File: config.mk
export PLATFORM = sky130hd
export DESIGN_NAME = mqtt_packet_stream_parser_core
export DESIGN_NICKNAME = d
export VERILOG_FILES = /design/src/rtl/mpsp_pkg.sv /design/src/rtl/mpsp_step.sv /design/src/rtl/mpsp_out_reg.sv /design/src/rtl/mqtt_packet_stream_parser_core.sv
export SDC_FILE = /design/constraint.sdc
export NUM_CORES = 1
export LEC_CHECK = 0
export ABC_AREA = 0
export BUFFER_PORTS_ARGS = -buffer_cell sky130_fd_sc_hd__buf_2
export CAP_MARGIN = 20
export CORE_MARGIN = 1.5
export CORE_UTILIZATION = 55
export CTS_BUF_LIST = sky130_fd_sc_hd__clkbuf_4 sky130_fd_sc_hd__clkbuf_8
export DETAILED_ROUTE_END_ITERATION = 12
export GPL_TIMING_DRIVEN = 0
export HOLD_SLACK_MARGIN = 0.05
export PLACE_DENSITY = 0.8
export SLEW_MARGIN = 25
export SYNTH_ARGS = -nofsm -noshare
export SYNTH_HDL_FRONTEND = slang
export SYNTH_HIERARCHICAL = 1
export SYNTH_SLANG_ARGS = --single-unit
File: constraint.sdc
create_clock -name clk -period 5.7 [get_ports clk]
set_clock_uncertainty 0.05 [all_clocks]
set_input_delay 0.285 -clock clk [delete_from_list [all_inputs] [get_ports clk]]
set_output_delay 0.285 -clock clk [all_outputs]
set_load 0.01 [all_outputs]
File: src/rtl/mpsp_pkg.sv
// Shared types for the packet stream parser: parse phases, byte roles,
// status codes, packet type codes, the parser state and the result record.
// No dependencies.
`timescale 1ns / 1ps
`default_nettype none

package mpsp_pkg;

  typedef enum logic [12:0] {
    PH_HEADER  = 13'h0001,
    PH_LENGTH  = 13'h0002,
    PH_CA0     = 13'h0004,
    PH_CA1     = 13'h0008,
    PH_TLEN_HI = 13'h0010,
    PH_TLEN_LO = 13'h0020,
    PH_TOPIC   = 13'h0040,
    PH_ID_HI   = 13'h0080,
    PH_ID_LO   = 13'h0100,
    PH_PAYLOAD = 13'h0200,
    PH_SUBCODE = 13'h0400,
    PH_IGNORE  = 13'h0800,
    PH_FAULT   = 13'h1000
  } phase_t;

  typedef enum logic [3:0] {
    ROLE_HEADER      = 4'd0,
    ROLE_LENGTH      = 4'd1,
    ROLE_TOPIC_LEN   = 4'd2,
    ROLE_TOPIC       = 4'd3,
    ROLE_PACKET_ID   = 4'd4,
    ROLE_PAYLOAD     = 4'd5,
    ROLE_SUBACK_CODE = 4'd6,
    ROLE_CONNACK_FLG = 4'd7,
    ROLE_CONNACK_RC  = 4'd8,
    ROLE_IGNORED     = 4'd9,
    ROLE_DISCARD     = 4'd10
  } role_t;

  typedef enum logic [2:0] {
    ST_OK            = 3'd0,
    ST_CONNACK_SHORT = 3'd1,
    ST_TOPIC_BAD     = 3'd2,
    ST_ILLEGAL_QOS   = 3'd3,
    ST_ID_MISSING    = 3'd4,
    ST_LEN_OVERLONG  = 3'd5
  } status_t;

  localparam logic [3:0] KIND_CONNACK  = 4'd2;
  localparam logic [3:0] KIND_PUBLISH  = 4'd3;
  localparam logic [3:0] KIND_PUBACK   = 4'd4;
  localparam logic [3:0] KIND_PUBREC   = 4'd5;
  localparam logic [3:0] KIND_PUBREL   = 4'd6;
  localparam logic [3:0] KIND_PUBCOMP  = 4'd7;
  localparam logic [3:0] KIND_SUBACK   = 4'd9;
  localparam logic [3:0] KIND_UNSUBACK = 4'd11;

  localparam logic [1:0] QOS_ILLEGAL = 2'd3;

  typedef struct packed {
    phase_t      phase;
    logic [3:0]  kind;
    logic [3:0]  flags;
    logic [27:0] length_accum;
    logic [2:0]  length_byte_count;
    logic [27:0] bytes_left;
    logic [15:0] topic_left;
    logic [15:0] ident;
    logic        session;
    logic [7:0]  code;
    status_t     error;
    logic        fault;
  } state_t;

  typedef struct packed {
    logic [7:0]  byte_value;
    role_t       role;
    logic [3:0]  kind;
    logic [3:0]  flags;
    logic [1:0]  qos;
    logic [15:0] ident;
    logic [27:0] body_length;
    logic        session;
    logic [7:0]  code;
    logic        pkt_end;
    status_t     status;
  } result_t;

endpackage

`default_nettype wire

File: src/rtl/mpsp_step.sv
// Per-byte parse logic: next parser state and the tagged result for one byte.
// Purely combinational; uses mpsp_pkg.
`timescale 1ns / 1ps
`default_nettype none

module mpsp_step import mpsp_pkg::*; #(
  parameter int MAX_LENGTH_BYTES = 4
) (
  input  state_t     cur,
  input  logic [7:0] rx_byte,
  output state_t     nxt,
  output result_t    res
);

  localparam logic [2:0] MaxLen = 3'(MAX_LENGTH_BYTES);

  function automatic logic [1:0] qos_of(input logic [3:0] kind, input logic [3:0] flags);
    return (kind == KIND_PUBLISH) ? flags[2:1] : 2'd0;
  endfunction

  function automatic phase_t body_start(input logic [3:0] kind);
    phase_t ph;
    if (kind == KIND_CONNACK)
      ph = PH_CA0;
    else if (kind == KIND_PUBLISH)
      ph = PH_TLEN_HI;
    else if (kind inside {KIND_PUBACK, KIND_PUBREC, KIND_PUBREL, KIND_PUBCOMP,
                          KIND_SUBACK, KIND_UNSUBACK})
      ph = PH_ID_HI;
    else
      ph = PH_IGNORE;
    return ph;
  endfunction

  // Status reported at packet end: a recorded error wins, else the part cut short.
  function automatic status_t end_status(input phase_t ph, input status_t err);
    status_t s;
    if (err != ST_OK) begin
      s = err;
    end else begin
      case (ph)
        PH_CA0, PH_CA1:                      s = ST_CONNACK_SHORT;
        PH_TLEN_HI, PH_TLEN_LO, PH_TOPIC:    s = ST_TOPIC_BAD;
        PH_ID_HI, PH_ID_LO:                  s = ST_ID_MISSING;
        default:                             s = ST_OK;
      endcase
    end
    return s;
  endfunction

  logic [1:0]  cur_qos;
  phase_t      topic_done_phase;
  status_t     topic_done_err;
  logic [27:0] len_add;
  logic [27:0] accum_next;
  logic [2:0]  count_next;
  logic [15:0] tlen_full;
  logic [15:0] topic_dec;

  // Where parsing goes once the topic is complete
  always_comb begin
    cur_qos = qos_of(cur.kind, cur.flags);
    if (cur_qos == QOS_ILLEGAL) begin
      topic_done_phase = PH_IGNORE;
      topic_done_err   = (cur.error == ST_OK) ? ST_ILLEGAL_QOS : cur.error;
    end else begin
      topic_done_phase = (cur_qos != 2'd0) ? PH_ID_HI : PH_PAYLOAD;
      topic_done_err   = cur.error;
    end
  end

  // Varint digit placed at 7 bits per length byte
  always_comb begin
    case (cur.length_byte_count[1:0])
      2'd0:    len_add = {21'd0, rx_byte[6:0]};
      2'd1:    len_add = {14'd0, rx_byte[6:0], 7'd0};
      2'd2:    len_add = {7'd0, rx_byte[6:0], 14'd0};
      default: len_add = {rx_byte[6:0], 21'd0};
    endcase
    accum_next = cur.length_accum + len_add;
    count_next = cur.length_byte_count + 3'd1;
    tlen_full  = {cur.topic_left[15:8], rx_byte};
    topic_dec  = cur.topic_left - 16'd1;
  end

  role_t   role;
  logic    pkt_end;
  status_t status;
  phase_t  nx;

  always_comb begin
    nxt     = cur;
    role    = ROLE_IGNORED;
    pkt_end = 1'b0;
    status  = ST_OK;
    nx      = cur.phase;
    if (cur.fault || cur.phase == PH_FAULT) begin
      role   = ROLE_DISCARD;
      status = ST_LEN_OVERLONG;
    end else if (cur.phase == PH_HEADER) begin
      role                   = ROLE_HEADER;
      nxt.kind               = rx_byte[7:4];
      nxt.flags              = rx_byte[3:0];
      nxt.length_accum       = '0;
      nxt.length_byte_count  = '0;
      nxt.bytes_left         = '0;
      nxt.topic_left         = '0;
      nxt.ident              = '0;
      nxt.session            = 1'b0;
      nxt.code               = '0;
      nxt.error              = ST_OK;
      nxt.phase              = PH_LENGTH;
    end else if (cur.phase == PH_LENGTH) begin
      role                  = ROLE_LENGTH;
      nxt.length_accum      = accum_next;
      nxt.length_byte_count = count_next;
      if (rx_byte[7]) begin
        if (count_next >= MaxLen) begin
          nxt.fault = 1'b1;
          nxt.phase = PH_FAULT;
          pkt_end   = 1'b1;
          status    = ST_LEN_OVERLONG;
        end
      end else begin
        nxt.bytes_left = accum_next;
        if (accum_next == 28'd0) begin
          pkt_end   = 1'b1;
          status    = end_status(body_start(cur.kind), cur.error);
          nxt.phase = PH_HEADER;
        end else begin
          nxt.phase = body_start(cur.kind);
        end
      end
    end else begin
      case (cur.phase)
        PH_CA0: begin
          role        = ROLE_CONNACK_FLG;
          nxt.session = rx_byte[0];
          nx          = PH_CA1;
        end
        PH_CA1: begin
          role     = ROLE_CONNACK_RC;
          nxt.code = rx_byte;
          nx       = PH_IGNORE;
        end
        PH_TLEN_HI: begin
          role           = ROLE_TOPIC_LEN;
          nxt.topic_left = {rx_byte, 8'd0};
          nx             = PH_TLEN_LO;
        end
        PH_TLEN_LO: begin
          role           = ROLE_TOPIC_LEN;
          nxt.topic_left = tlen_full;
          if (tlen_full == 16'd0) begin
            nx        = topic_done_phase;
            nxt.error = topic_done_err;
          end else begin
            nx = PH_TOPIC;
          end
        end
        PH_TOPIC: begin
          role           = ROLE_TOPIC;
          nxt.topic_left = topic_dec;
          if (topic_dec == 16'd0) begin
            nx        = topic_done_phase;
            nxt.error = topic_done_err;
          end
        end
        PH_ID_HI: begin
          role      = ROLE_PACKET_ID;
          nxt.ident = {rx_byte, 8'd0};
          nx        = PH_ID_LO;
        end
        PH_ID_LO: begin
          role      = ROLE_PACKET_ID;
          nxt.ident = {cur.ident[15:8], rx_byte};
          if (cur.kind == KIND_PUBLISH)
            nx = PH_PAYLOAD;
          else if (cur.kind == KIND_SUBACK)
            nx = PH_SUBCODE;
          else
            nx = PH_IGNORE;
        end
        PH_PAYLOAD: role = ROLE_PAYLOAD;
        PH_SUBCODE: role = ROLE_SUBACK_CODE;
        default: begin
          role = ROLE_IGNORED;
          nx   = PH_IGNORE;
        end
      endcase
      if (cur.bytes_left <= 28'd1) begin
        nxt.bytes_left = '0;
        pkt_end        = 1'b1;
        status         = end_status(nx, nxt.error);
        nxt.phase      = PH_HEADER;
      end else begin
        nxt.bytes_left = cur.bytes_left - 28'd1;
        nxt.phase      = nx;
      end
    end
  end

  always_comb begin
    res.byte_value  = rx_byte;
    res.role        = role;
    res.kind        = nxt.kind;
    res.flags       = nxt.flags;
    res.qos         = qos_of(nxt.kind, nxt.flags);
    res.ident       = nxt.ident;
    res.body_length = nxt.length_accum;
    res.session     = nxt.session;
    res.code        = nxt.code;
    res.pkt_end     = pkt_end;
    res.status      = status;
  end

endmodule

`default_nettype wire

File: src/rtl/mpsp_out_reg.sv
// Result register with valid/ready handshake; takes a new item whenever it
// is empty or its item is being taken. Uses mpsp_pkg.
`timescale 1ns / 1ps
`default_nettype none

module mpsp_out_reg import mpsp_pkg::*; (
  input  logic    clk,
  input  logic    rst,
  input  logic    load,
  input  result_t din,
  output logic    can_load,
  output logic    out_valid,
  input  logic    out_ready,
  output result_t dout
);

  logic    valid;
  result_t data;

  assign can_load  = !valid || out_ready;
  assign out_valid = valid;
  assign dout      = data;

  always_ff @(posedge clk) begin
    if (rst) begin
      valid <= 1'b0;
    end else if (can_load) begin
      valid <= load;
    end
  end

  always_ff @(posedge clk) begin
    if (load && can_load) begin
      data <= din;
    end
  end

endmodule

`default_nettype wire

File: src/rtl/mqtt_packet_stream_parser_core.sv
// Top level of the MQTT 3.1.1 packet stream parser: parser state registers,
// per-byte step logic and the result register. Uses mpsp_pkg, mpsp_step,
// mpsp_out_reg.
//
// Usage:
//   Input channel (in_valid/in_ready, rx_byte) takes one received byte per
//   item. Output channel (out_valid/out_ready) returns one tagged result per
//   byte: the byte echoed, its role in the packet, the header type and flags,
//   QoS, packet id, decoded remaining length, CONNACK fields, packet_end and
//   status.
//   Latency: a result is valid the cycle after its byte is accepted.
//   Throughput: one byte per cycle while in_ready is high; the whole parse
//   of a byte is one pass through the step logic between the state registers
//   and the result register.
//   Stall: in_ready stays high while the result register is empty or being
//   drained; while the receiver holds out_ready low with a result waiting,
//   in_ready drops and nothing is lost.
//   Reset (rst, synchronous): parser waits for a header byte, all fields 0,
//   no result pending. An overlong length field is a sticky fault that only
//   reset clears; until then every byte is tagged discarded with status 5.
`timescale 1ns / 1ps
`default_nettype none

module mqtt_packet_stream_parser_core import mpsp_pkg::*; #(
  parameter int MAX_LENGTH_BYTES = 4
) (
  input  logic        clk,
  input  logic        rst,
  input  logic        in_valid,
  output logic        in_ready,
  input  logic [7:0]  rx_byte,
  output logic        out_valid,
  input  logic        out_ready,
  output logic [7:0]  byte_value,
  output logic [3:0]  byte_role,
  output logic [3:0]  packet_kind,
  output logic [3:0]  header_flags,
  output logic [1:0]  qos_level,
  output logic [15:0] ident,
  output logic [27:0] body_length,
  output logic        session_flag,
  output logic [7:0]  connect_code,
  output logic        packet_end,
  output logic [2:0]  status
);

  localparam state_t STATE_RESET = '{
    phase:             PH_HEADER,
    kind:              '0,
    flags:             '0,
    length_accum:      '0,
    length_byte_count: '0,
    bytes_left:        '0,
    topic_left:        '0,
    ident:             '0,
    session:           1'b0,
    code:              '0,
    error:             ST_OK,
    fault:             1'b0
  };

  state_t  state;
  state_t  state_next;
  result_t step_res;
  result_t out_res;
  logic    accept;

  assign accept = in_valid && in_ready;

  mpsp_step #(
    .MAX_LENGTH_BYTES(MAX_LENGTH_BYTES)
  ) u_step (
    .cur    (state),
    .rx_byte(rx_byte),
    .nxt    (state_next),
    .res    (step_res)
  );

  always_ff @(posedge clk) begin
    if (rst) begin
      state <= STATE_RESET;
    end else if (accept) begin
      state <= state_next;
    end
  end

  mpsp_out_reg u_out (
    .clk      (clk),
    .rst      (rst),
    .load     (in_valid),
    .din      (step_res),
    .can_load (in_ready),
    .out_valid(out_valid),
    .out_ready(out_ready),
    .dout     (out_res)
  );

  assign byte_value   = out_res.byte_value;
  assign byte_role    = out_res.role;
  assign packet_kind  = out_res.kind;
  assign header_flags = out_res.flags;
  assign qos_level    = out_res.qos;
  assign ident        = out_res.ident;
  assign body_length  = out_res.body_length;
  assign session_flag = out_res.session;
  assign connect_code = out_res.code;
  assign packet_end   = out_res.pkt_end;
  assign status       = out_res.status;

endmodule

`default_nettype wire

==> metrics.txt, run 1 <==
vias in the first global route=12,227; clock buffer count from CTS=37; sequential share of the synthesized area=35.2%; total negative slack=0 ns; most frequent cells in the layout=a21oi_1 (191), nand3_1 (145), nand2_1 (129); CTS tree=yes; clk sinks=205; crit path capture type=register; Synth area leader=dfxtp_1; die width=162 um; final hold vios=0; Post-Synthesis Cells=1,630; Syn Std Cell Area=13,900 um^2; Slew HR=20.0%; clock latency on the worst-skew pair=0.56 ns; fin util=63.9%; DR vias=13,464; clock slew seen by the registers of the worst setup and hold paths=0.07 ns; H-Tree Depth=2; Max Clk Rate=0.182 GHz; CP Class=in2reg; Crit. Startpoint=rx_byte[4]; GRT Overall Usage=33.0%; min-delay src=in_valid; Main synth FF type=dfxtp_1; final antenna-violating net count=0; final WL=43.8 mm; CP cell instances=dlygate4sd3_1, buf_2, clkbuf_1, and2_1, ha_1, a21o_1, a221oi_4, o32ai_1, a21bo_2, a21oi_1, o21bai_1, xnor2_1, or4_1, nor3_4, o211ai_1, a211oi_2; die outline area=26,200 um^2; Power per Cell Area=454 nW/um^2; Tcrit/Tclk final=96.5%; Nets=1,821; Worst Path Required=6.00 ns; reg-to-reg startpoint=state[73]; Synth area leaders=dfxtp_1 (18%), edfxtp_1 (17%), a21oi_1 (6.9%), a21bo_1 (6.1%), nand3_1 (5.2%); max-slew violation count=0; Slowest Stage Delay on Critical Path=0.88 ns; CTS Buffer Depth=3; CP startpoint kind=input port; Port Buf Inserts=91; fraction of layout cells with a size suffix above 1=20.5%; syn nets=1,681; gpl congestion=1.02; initial antenna violation count=2; worst vdd ir=540 uV; max cap viols=0; Detailed Route Iter0 Violations=1,568; Root Buffer=clkbuf_8; synthesis-to-layout area growth=12.9%; IO Pins=93; worst hold path class=in2reg; DP HPWL=30.4 mm; first-pass GRT wire length=68.2 mm; vias per std cell=6.34; RSZ-0062 raised after global routing=no; Syn. warnings=6; Max stage delay cell, worst path=clkbuf_1; DRC Markers=0; GRT overflow=0; commonest non-fill, non-tap cell in the layout=a21oi_1; Yosys top cell area share=18.2%; row count=57; synthesized flop and latch total=205; largest net degree at the start of global routing=80; initial core utilization=56.6%; fin crit period=5.50 ns; Worst-Margin Slew=1.20 ns; crit-path max FO=10; DR WL/cell=20.6 um; EDFF count, synth=79; # fillers=2,104; Die Y=162 um; Data arrival, critical path=5.80 ns; core area=24,500 um^2; status=completed; syn_area_per_cell=8.52 um^2; TritonRoute pass-1 iters=6; Synth cell types=79; Setup-failing EPs final=0; Leak=6.05 nW; Synth async-reset ratio=0%
## per-layer routing
layer | routed length [um] | global-route usage, % | vias up
li1 | - | - | 6218
met1 | 18400 | 46.9 | 6346
met2 | 18700 | 48.5 | 786
met3 | 5000 | 7.33 | 114
met4 | 1690 | 12.9 | 0
met5 | 0 | 0 | -
## where the power goes
group          internal [W]  switching, W  total [W]  leakage (nW)
clock network      0.000848      0.000651    0.00150         0.413
logic               0.00133       0.00246    0.00380          3.82
registers           0.00168      0.000142    0.00182          1.81
total               0.00386       0.00326    0.00712          6.05
## through the flow
stage	instance area, um^2	total power, W	setup slack [ns]	hold WS [ns]	std cells
after global routing	15700	0.00755	0.0269	0.298	2123
after global placement	14800	0.00541	0.255	0.413	2045
final	15700	0.00712	0.198	0.284	2124
after CTS	15600	0.00696	0.233	0.414	2123
after floorplan	13900	0.00447	1.23	0.297	1630
after detailed placement	14800	0.00544	0.261	0.417	2045
## logic make-up (layout without fill, tap and decap cells)
kind of cell               after synthesis  in the layout  synth area share (%)
muxes                                   18             18                  1.37
other                                    0              1                     0
adders and majority gates               39             39                  3.57
AOI/OAI and AO/OA                      577            577                  29.1
DFF                                    205            205                  35.2
buffers and inverters                  218            387                  9.22
xor gates and xnor gates                35             35                  2.21
and+or+nand+nor                        538            538                  19.3
## flip-flops by register name (all words and copies together) (netlist names)
signal	count
u_out/out_valid	1
u_out/dout	79
state	125
## worst paths after layout
kind / endpoint / slack (ns) / cells past startpoint
max: u_out/dout[1] / 0.20 / 16
min: u_out/dout[51] / 0.28 / 2
max reg2reg: u_out/dout[1] / 0.25 / 16
min reg2reg: state[34] / 0.52 / 2
## synthesized netlist by cell type, drive strengths merged, types with 30 or more instances
cell type / count
o21ai: 101
ha: 38
dfxtp: 126
a21bo: 125
and2: 30
nand2: 129
nor2: 97
nor3: 38
nand3: 145
clkbuf: 71
a21oi: 205
buf: 124
edfxtp: 79
a22o: 33
## layout make-up
class | count | area, um^2 | area share, %
diodes | 1 | 2.50 | 0.0160
plain buffers | 194 | 1190 | 7.59
clock buffers | 57 | 672 | 4.28
clock inverters | 11 | 114 | 0.726
inverters | 23 | 86.3 | 0.550
multi-input cells | 1207 | 7740 | 49.3
flip-flops and latches | 205 | 4890 | 31.2
well taps | 324 | 405 | 2.58
repair buffers | 102 | 583 | 3.72
## critical path: cells and delay by family
kind                       cells  cell delay (ns)
AOI/OAI and AO/OA              8             2.20
xor gates and xnor gates       1             0.26
and+or+nand+nor                3             1.20
buffers and inverters          3             1.53
adders and majority gates      1             0.28
## repair_timing
| item | 4_1_cts | 5_1_grt |
|---|---|---|
| gates resized for setup | 0 | 2 |
| endpoints found under the hold margin | 9 | 0 |
| hold buffers | 10 | 0 |
| buffers inserted | 0 | 0 |
| setup endpoints to repair | 0 | 4 |
(Power assumes the default switching activity.)
==> inputs of run 2 (changes only) <==
Settings changed: CTS_BUF_LIST sky130_fd_sc_hd__clkbuf_4 sky130_fd_sc_hd__clkbuf_8 to not set, REMOVE_ABC_BUFFERS set to 1.
==> metrics.txt, run 2 (synthesized netlist as in run 1, its figures left out) <==
max-slew violation count=0 (unchanged); reg2reg end=u_out/dout[0] (was u_out/dout[1]); Leak=5.39 nW (was 6.05 nW); max cap viols=0 (unchanged); DR WL/cell=18.6 um (was 20.6 um); initial core utilization=56.6% (unchanged); Slew HR=41.0% (was 20.0%); die width=162 um (unchanged); Post-CTS Setup Bufs=0 (unchanged); Finished Cell Area=14,600 um^2 (was 15,700 um^2); GRT Overall Usage=26.4% (was 33.0%); net load switching power=0.00294 W (was 0.00326 W); first-pass GRT wire length=57.6 mm (was 68.2 mm); Power per Cell Area=459 nW/um^2 (was 454 nW/um^2); Worst R2R Setup Slack=0.24 ns (was 0.25 ns); Nets=1,615 (was 1,821); cts hold-fix bufs=0 (was 10); final antenna-violating net count=0 (unchanged); Slowest Stage Delay on Critical Path=0.55 ns (was 0.88 ns); core area=24,500 um^2 (unchanged); clock buffer count from CTS=22 (was 37); worst hold path class=in2reg (unchanged); Hold Path Sink=state[14] (was u_out/dout[51]); min-delay src=in_valid (unchanged); vias in the first global route=11,075 (was 12,227); vias per std cell=6.41 (was 6.34); clk sinks=205 (unchanged); synthesis-to-layout area growth=5.46% (was 12.9%); Setup-failing EPs final=0 (unchanged); CTS tree=yes (unchanged); crit path capture type=register (unchanged); reg-to-reg startpoint=state[73] (unchanged); gpl congestion=0.920 (was 1.02); Data arrival, critical path=5.67 ns (was 5.80 ns); GRT overflow=0 (unchanged); crit-path max FO=7 (was 10); total negative slack=0 ns (unchanged); Worst Path Required=5.91 ns (was 6.00 ns); CP Class=reg2reg (was in2reg); Root Buffer=clkbuf_16 (was clkbuf_8); hold slack=0.137 ns (was 0.284 ns); Clk pwr share=21.4% (was 21.1%); Worst-Margin Slew=0.883 ns (was 1.20 ns); TritonRoute pass-1 iters=6 (unchanged); RSZ-0062 raised after global routing=no (unchanged); CP cell instances=inv_1, ha_1, and2_1, ha_1, fa_1, a21o_1, a21oi_2, xnor2_1, or4_1, or4_1, or4_1, nor4b_2, nand4_1, nor3_4, o21ai_2, a311oi_1 (was dlygate4sd3_1, buf_2, clkbuf_1, and2_1, ha_1, a21o_1, a221oi_4, o32ai_1, a21bo_2, a21oi_1, o21bai_1, xnor2_1, or4_1, nor3_4, o211ai_1, a211oi_2); Comb power frac=51.6% (was 53.4%); Tcrit/Tclk final=95.8% (was 96.5%); DR vias=12,205 (was 13,464); most frequent cells in the layout=a21oi_1 (191), nand3_1 (145), nand2_1 (128) (was a21oi_1 (191), nand3_1 (145), nand2_1 (129)); fin crit period=5.46 ns (was 5.50 ns); CP startpoint kind=register (was input port); clock latency on the worst-skew pair=0.52 ns (was 0.56 ns); status=completed (unchanged); H-Tree Depth=1 (was 2); initial antenna violation count=0 (was 2); DRC Markers=0 (unchanged); Sw Ratio=43.7% (was 45.8%); die outline area=26,200 um^2 (unchanged); placed insts=1,863 (was 2,045); CTS Buffer Depth=3 (unchanged); Post-DP Area=13,900 um^2 (was 14,800 um^2); Max stage delay cell, worst path=or4_1 (was clkbuf_1); clock slew seen by the registers of the worst setup and hold paths=0.06 ns (was 0.07 ns); largest net degree at the start of global routing=102 (was 80); final WL=35.5 mm (was 43.8 mm); Detailed Route Iter0 Violations=1,528 (was 1,568); row count=57 (unchanged); hold path cells=3 (was 2); CP top delay family=simple AND/OR/NAND/NOR gates (was compound AO/OA/AOI/OAI gates); commonest non-fill, non-tap cell in the layout=a21oi_1 (unchanged); Flop pwr share=27.0% (was 25.6%); Die Y=162 um (unchanged); Top reg by flops=state (unchanged); R2R cell count=16 (unchanged); Layout Cells excl Fill=1,905 (was 2,124); worst path bufs/invs=1 (was 3); max reg flops=125 (unchanged); Max Clk Rate=0.183 GHz (was 0.182 GHz); final hold vios=0 (unchanged); Port Buf Inserts=92 (was 91); Internal=0.00379 W (was 0.00386 W); DP HPWL=22.9 mm (was 30.4 mm); fraction of layout cells with a size suffix above 1=15.0% (was 20.5%); worst vdd ir=536 uV (was 540 uV); Most common cell on crit path=or4_1; IO Pins=93 (unchanged); overall power=0.00673 W (was 0.00712 W); # resized after CTS=0 (unchanged)
run 2: cell types whose count changed in the layout (fill, tap and decap cells not counted), moves of 17 or more:
cell       previous run  this run
buf_4                76         0
clkbuf_1             70         6
clkbuf_8             39         2
buf_2               118        90
clkbuf_16             0        22
clkbuf_4             18         0
buf_6                19         2
run 2: final cells by class:
class                      count  area (um^2)
fill                        2081         9890
multi-input combinational   1207         7770
sequential                   205         4890
timing repair buffer         105          771
clock buffer                  30          601
tap                          324          405
clock inverter                10          116
inverter                      23         86.3
antenna                        1         2.50
run 2: worst max-delay path by stage:
stage,start,endpoint,slack (ns),depth (start not counted)
after CTS,state[73],u_out/dout[0],0.34,16
after floorplan,state[73],state[119],1.20,18
after detailed placement,state[73],u_out/dout[0],0.40,16
after global routing,state[73],u_out/dout[0],0.09,16
final,state[73],u_out/dout[0],0.24,16
after global placement,state[117],state[75],-0.67,11
run 2: routing by layer:
metal | global-route usage (%) | wire length, um | up-vias | share of wire, %
met1 | 37.0 | 15400 | 5786 | 44
li1 | - | - | 5794 | -
met4 | 8.59 | 903 | 0 | 2.5
met5 | 0 | 0 | - | 0
met3 | 4.19 | 3020 | 79 | 8.5
met2 | 41.8 | 16100 | 546 | 45
run 2: tightest hold or removal path: stages:
cell     delay, ns
buf_8         0.20
nand3_1       0.12
a21oi_1       0.05
run 2: metrics by stage:
stage / utilization, % / worst slack, ns
5_1_grt: 59.7 / 0.0898
4_1_cts: 59.6 / 0.335
2_1_floorplan: - / 1.20
3_3_place_gp: 55.3 / -0.671
6_report: 59.7 / 0.240
3_5_place_dp: 56.7 / 0.402
run 2: power groups by stage:
stage / Clock (W) / Sequential, W / Combinational, W
finish: 0.00144 / 0.00182 / 0.00347
global route: 0.00152 / 0.00184 / 0.00385
CTS: 0.00146 / 0.00181 / 0.00339
detailed placement: 0 / 0.00184 / 0.00335
global placement: 0 / 0.00188 / 0.00368
floorplan: 0 / 0.00183 / 0.00244
